## src/rtl/espr_pkg.sv

```systemverilog
// espr_pkg: shared types and constants for the expert slab read planner
// no dependencies
`timescale 1ns / 1ps

package espr_pkg;

    localparam int SLAB_SLOTS = 16;
    localparam int MAX_ALIGN  = 30;

    typedef enum logic [1:0] {
        ACT_CLEAR = 2'd0,
        ACT_ADD   = 2'd1,
        ACT_FETCH = 2'd2,
        ACT_NOP   = 2'd3
    } action_t;

    typedef enum logic [1:0] {
        ST_OK      = 2'd0,
        ST_INVALID = 2'd1,
        ST_OVFL    = 2'd2,
        ST_NONE    = 2'd3
    } status_t;

    typedef enum logic [2:0] {
        REG_EXPERTS = 3'd0,
        REG_SLABS   = 3'd1,
        REG_BASE    = 3'd2,
        REG_RECSIZE = 3'd3,
        REG_ALIGN   = 3'd4
    } reg_index_t;

    // settings the offset unit works from
    typedef struct packed {
        logic [63:0] base;
        logic [31:0] rec;
        logic [4:0]  al;
    } calc_cfg_t;

    typedef struct packed {
        logic        ovf;
        logic [63:0] off;
        logic [63:0] start;
        logic [32:0] len;
    } calc_res_t;

endpackage

```

## src/rtl/espr_offset.sv

```systemverilog
// espr_offset: three-stage record offset unit (multiply, add, align)
// depends on espr_pkg
`timescale 1ns / 1ps

module espr_offset #(
    parameter int IDX_W = 13
) (
    input  logic                  clk,
    input  logic                  rst_n,
    input  logic                  go,
    input  logic [IDX_W-1:0]      idx,
    input  espr_pkg::calc_cfg_t   cfg,
    output logic                  done,
    output espr_pkg::calc_res_t   res
);
    import espr_pkg::*;

    logic                 v1_reg, v2_reg, v3_reg;
    logic [IDX_W+31:0]    prod_reg;
    logic [64:0]          sum_reg;
    calc_res_t            res_reg;
    logic [63:0]          amask;
    logic [33:0]          lsum;

    assign amask = (64'(1) << cfg.al) - 64'(1);
    assign lsum  = 34'(sum_reg[29:0] & amask[29:0]) + 34'(cfg.rec) + 34'(amask[29:0]);

    always_ff @(posedge clk or negedge rst_n)
    begin
        if (!rst_n)
        begin
            v1_reg <= 1'b0;
            v2_reg <= 1'b0;
            v3_reg <= 1'b0;
        end
        else
        begin
            v1_reg <= go;
            v2_reg <= v1_reg;
            v3_reg <= v2_reg;
        end
    end

    always_ff @(posedge clk)
    begin
        prod_reg      <= (IDX_W+32)'(idx) * (IDX_W+32)'(cfg.rec);
        // carry out of the 65-bit sum marks offset overflow
        sum_reg       <= {1'b0, cfg.base} + 65'(prod_reg);
        res_reg.ovf   <= sum_reg[64];
        res_reg.off   <= sum_reg[63:0];
        res_reg.start <= sum_reg[63:0] & ~amask;
        res_reg.len   <= 33'(lsum & ~34'(amask[29:0]));
    end

    assign done = v3_reg;
    assign res  = res_reg;

endmodule

```

## config.mk

```make
export PLATFORM = sky130hd
export DESIGN_NAME = espr_offset
export DESIGN_NICKNAME = d
export VERILOG_FILES = /design/src/rtl/espr_pkg.sv /design/src/rtl/espr_offset.sv
export SDC_FILE = /design/constraint.sdc
export NUM_CORES = 1
export LEC_CHECK = 0
export BUFFER_PORTS_ARGS = -buffer_cell sky130_fd_sc_hd__buf_4
export CAP_MARGIN = 25
export CELL_PAD_IN_SITES_DETAIL_PLACEMENT = 1
export CELL_PAD_IN_SITES_GLOBAL_PLACEMENT = 1
export CORE_ASPECT_RATIO = 1.5
export CORE_MARGIN = 3
export CORE_UTILIZATION = 43
export DETAILED_ROUTE_END_ITERATION = 6
export PLACE_DENSITY_LB_ADDON = 0.1
export REMOVE_ABC_BUFFERS = 1
export SLEW_MARGIN = 25
export SYNTH_ARGS = -nofsm -noshare
export SYNTH_HDL_FRONTEND = slang
export SYNTH_SLANG_ARGS = --single-unit
```

## constraint.sdc

```tcl
create_clock -name clk -period 4.22 [get_ports clk]
set_input_delay 0.633 -clock clk [delete_from_list [all_inputs] [get_ports clk]]
set_output_delay 0.633 -clock clk [all_outputs]
set_load 0.02 [all_outputs]
```

Yosys cells after proc, flatten, opt, wreduce, memory -nomap -nowiden
Cells that the tools add are included.
Widths: inputs -> output; s select.
{"block": "totals", "ff_bits": 275}
{"block": "op_classes", "addsub": 4, "n_mul": 1, "shift": 1, "n_bitwise": 5}
{"cell": "$add 64x45->65", "n": 1}
{"cell": "$and 64x64->64", "n": 1}
{"cell": "$not 64->64", "n": 1}
{"cell": "$shl 1x5->64 const A", "n": 1}
{"cell": "$sub 64x2->64 const B", "n": 1}
{"cell": "$mul 13x32->45", "n": 1}
{"cell": "$add 30x32->33", "n": 1}
{"cell": "$add 33x30->33", "n": 1}
{"cell": "$and 33x33->33", "n": 1}
{"cell": "$not 30->33", "n": 1}
{"cell": "$and 30x30->30", "n": 1}

Depth between registers and ports, before layout
{"block": "logic_depth", "word_depth": 6, "mapped_depth": 23, "ltp_nobuf": 22}

Least setup slack after synthesis
Ideal clock, no wire load.
{"block": "synth_path", "kind": "input port to flip-flop", "from": "in cfg[10] (netlist bit)", "to": "reg prod_reg[38]", "arrival_time_ns": 5.941, "setup_slack_ns": -1.847, "stages": 21, "cell_sequence": "clkbuf_1 -> and2_1 -> fa_1 -> inv_1 -> fa_1 -> inv_1 -> fa_1 -> inv_1 -> fa_1 -> fa_1 -> inv_1 -> ha_1 -> a21o_1 -> a221oi_2 -> o21ai_1 -> a211oi_1 -> o21ai_1 -> a21bo_2 -> a221oi_1 -> o21ai_0 -> xor2_1"}
{"block": "synth_via", "elab_chain_cells": 1}
{"item": "start, declared", "line_no": "espr_offset.sv:12", "text": "input espr_pkg::calc_cfg_t cfg,"}
{"item": "$mul 13x32->45", "line_no": "espr_offset.sv:46", "text": "prod_reg <= (IDX_W+32)'(idx) * (IDX_W+32)'(cfg.rec);"}
{"item": "end signal, assigned", "line_no": "espr_offset.sv:46"}
{"item": "end, declared", "line_no": "espr_offset.sv:19", "text": "logic [IDX_W+31:0] prod_reg;"}
Every way passes these cells.

Worst setup path after layout
{"block": "layout_path", "from": "in cfg[16] (netlist bit)", "to": "reg prod_reg[43]"}
Same word-level chain as after synthesis.

==> flow_summary.ini <==
[setup_path]
crit_family = adder cells
max_stage_delay_ns = 0.54
rr_endpoint = res[29]$_DFF_P_
cpMaxStageDelayCell = fa_1
crit_type = in2reg
critPathCaptureType = flip-flop
startpoint_type = input port
r2r_start = sum_reg[1]$_DFF_P_
r2r_cells = 15
ff2ff_setup_slack_ns = 0.57
cp_max_fo = 4
path_buf_inv = 9
required_ns = 4.66
cp_data_arrival_time_ns = 5.84

[route]
wl_met2_um = 49380
drc = 0
wl_per_cell_um = 21.00
finalWirelength_um = 89780
antenna_left = 0
drt_pass1_iterations = 5
viasPerCell = 5.105
met3_length_um = 2787
top_layer_used = met5
drt-initial-drc-count = 705
wl_met1_um = 33330
via_count = 21830

[sta]
fin_ws_ns = -1.179
tightest_slew_ns = 0.8539
fin_crit_ns = 5.399
skew_ns = 0.01952
slew_headroom = 0.4160
hold_viol = 0
fmax_mhz = 185.2
setup_viol = 53
maxSlewViolCount = 0
rsz0062_at_grt = true
period_share = 1.279

[floorplanning]
die_x_um = 203.5
die_area_um2 = 61530
floorplan.initialDensity = 0.4351
rows = 108
core_area_um2 = 57840
die_height_um = 302.3
io_pins = 280

[placement]
dp_hpwl_um = 71700
placed_cell_area_um2 = 30820
io_buffers = 279
gp_congestion = 0.9103

[clock_network]
htreeDepth = 1
cts_buffers = 24
cts_tree = yes
cts-root-buf = clkbuf_16
ctsLongestPathBuffers = 3
clk_pin_slew_worst_paths_ns = 0.07
clock_sinks = 275
clk_latency_ns = 0.55

[min_path]
hold_class = in2reg
min_from = go
whs_endpoint = v1_reg$_DFF_PN0_
whs_path_depth = 1

[finish]
drive_above_1_share = 0.3110
layout_common_cells = buf_4, inv_1, fa_1, nand2_1, dfxtp_1
largest_register_ffs = 162
fillCellCount = 6691
fin_nets = 4134
area_growth_pct = 36.71
finalInstanceArea_um2 = 34400
final_common_cell = buf_4

[grt]
gr-total-overflow = 0
grt_pass1_vias = 25480
grt_start_max_net_pins = 30
grt_pass1_wl_um = 137100
antenna_found_initial = 3
grt.total_usage = 0.2839

[synth]
synth_area_um2 = 25170
synth-seq-area-share = 0.2193
yosysWarnings = 0
syn_inst = 2849
syn_area_per_cell_um2 = 8.833
synth_cell_types = 65
ys_async_sr_fraction = 0.01091
synthFlopType = dfxtp_1
synth_edf_count = 0
synth_seq_cells = 275

[job]
drv_cap = 0

[status]
violations = setup timing
outcome = finished, violations left
## timing repair
action                                 CTS  global route
endpoints found under the hold margin    3             0
gates cloned                             3             0
resized for setup                      337           174
setup endpoints to repair               62            59
hold buffers                             1             0
pin swaps                              158           166
setup buffers                           51            30
## layout make-up
class,instances,area [um2],share of cell area
antenna,1,2.502,0.00007274
timing repair buffer,748,6197,0.1801
clock inverter,16,235.2,0.006837
multi-input combinational,1902,18820,0.5470
inverter,537,2023,0.05881
sequential,275,5520,0.1605
tap,770,963.4,0.02800
clock buffer,27,641.9,0.01866
## worst max path at each step
| stage | cells after the start | from | slack, ns | endpoint |
|---|---|---|---|---|
| 6_report | 25 | cfg[16] | -1.18 | prod_reg[43]$_DFF_P_ |
| 3_5_place_dp | 22 | idx[3] | -2.34 | prod_reg[38]$_DFF_P_ |
| 4_1_cts | 22 | idx[2] | -1.20 | prod_reg[41]$_DFF_P_ |
| 2_1_floorplan | 20 | cfg[10] | -1.65 | prod_reg[38]$_DFF_P_ |
| 3_3_place_gp | 22 | idx[3] | -2.33 | prod_reg[38]$_DFF_P_ |
| 5_1_grt | 22 | cfg[12] | -1.38 | prod_reg[41]$_DFF_P_ |
## worst register-to-register path, stage by stage (launching register included)
cell      delay (ns)
dfxtp_1         0.35
nand2b_1        0.08
fa_1            0.49
inv_1           0.05
ha_1            0.22
fa_1            0.40
a21oi_2         0.29
o22ai_4         0.13
o31a_1          0.38
a41oi_4         0.30
o31ai_4         0.13
a31oi_2         0.28
buf_4           0.19
nor2_4          0.03
nor2_2          0.12
nor3_2          0.06
## per-stage QoR
step,hold WS (ns),cells,setup WS (ns),util,TNS [ns]
floorplan,0.3096,2714,-1.652,-,-48.46
global placement,0.3160,4170,-2.332,0.5330,-91.99
detailed placement,0.3161,4170,-2.339,0.5330,-98.34
CTS,0.1724,4260,-1.200,0.5806,-29.32
global route,0.1812,4275,-1.384,0.5948,-39.59
finish,0.2012,4276,-1.179,0.5949,-32.08
## kinds of logic (layout without fill, tap and decap cells)
family / count (synthesis) / count (layout) / share of synthesized area
AND/OR/NAND/NOR: 846 / 846 / 0.1630
flip-flops: 275 / 275 / 0.2193
XOR/XNOR: 127 / 127 / 0.04420
buffers and inverters: 672 / 1328 / 0.1007
multiplexers: 2 / 2 / 0.0007955
adder cells (fa/ha/maj): 529 / 529 / 0.3710
other: 0 / 1 / 0
AO/OA/AOI/OAI: 398 / 398 / 0.1010
## routing by layer
layer,up-vias,global-route usage
li1,10080,-
met1,11120,0.3066
met2,443,0.5549
met3,186,0.03047
met4,4,0.1207
met5,-,0
## Yosys cell counts (4+ instances only)
cell / n / share of area
inv_1: 537 / 0.080
a41oi_1: 4 / 0.0014
o2111ai_1: 5 / 0.0017
nand2b_1: 19 / 0.0047
a21boi_0: 8 / 0.0024
dfxtp_1: 272 / 0.22
nand4_1: 24 / 0.0060
and3_1: 16 / 0.0040
nand3b_1: 4 / 0.0012
a21o_1: 54 / 0.016
nand3_1: 26 / 0.0052
and2_1: 234 / 0.058
a21oi_1: 123 / 0.024
clkbuf_1: 126 / 0.019
o22ai_1: 9 / 0.0022
o211ai_1: 6 / 0.0018
nor2_1: 110 / 0.016
nand2_1: 356 / 0.053
fa_1: 362 / 0.29
o31ai_1: 9 / 0.0027
a31oi_1: 26 / 0.0065
or3_1: 11 / 0.0027
o21bai_1: 19 / 0.0057
a2111oi_0: 5 / 0.0017
xor2_1: 48 / 0.017
a221oi_1: 7 / 0.0024
buf_2: 5 / 0.00099
o21ai_0: 73 / 0.015
xnor2_1: 79 / 0.027
ha_1: 167 / 0.083
o21a_1: 15 / 0.0045
a211oi_1: 10 / 0.0030
nor2b_1: 15 / 0.0037
and4_1: 4 / 0.0014
nor3_1: 16 / 0.0032
Power is left out: the tool's default activity adds up to more than one toggle a clock period on the data nets, which glitch-free logic cannot reach.
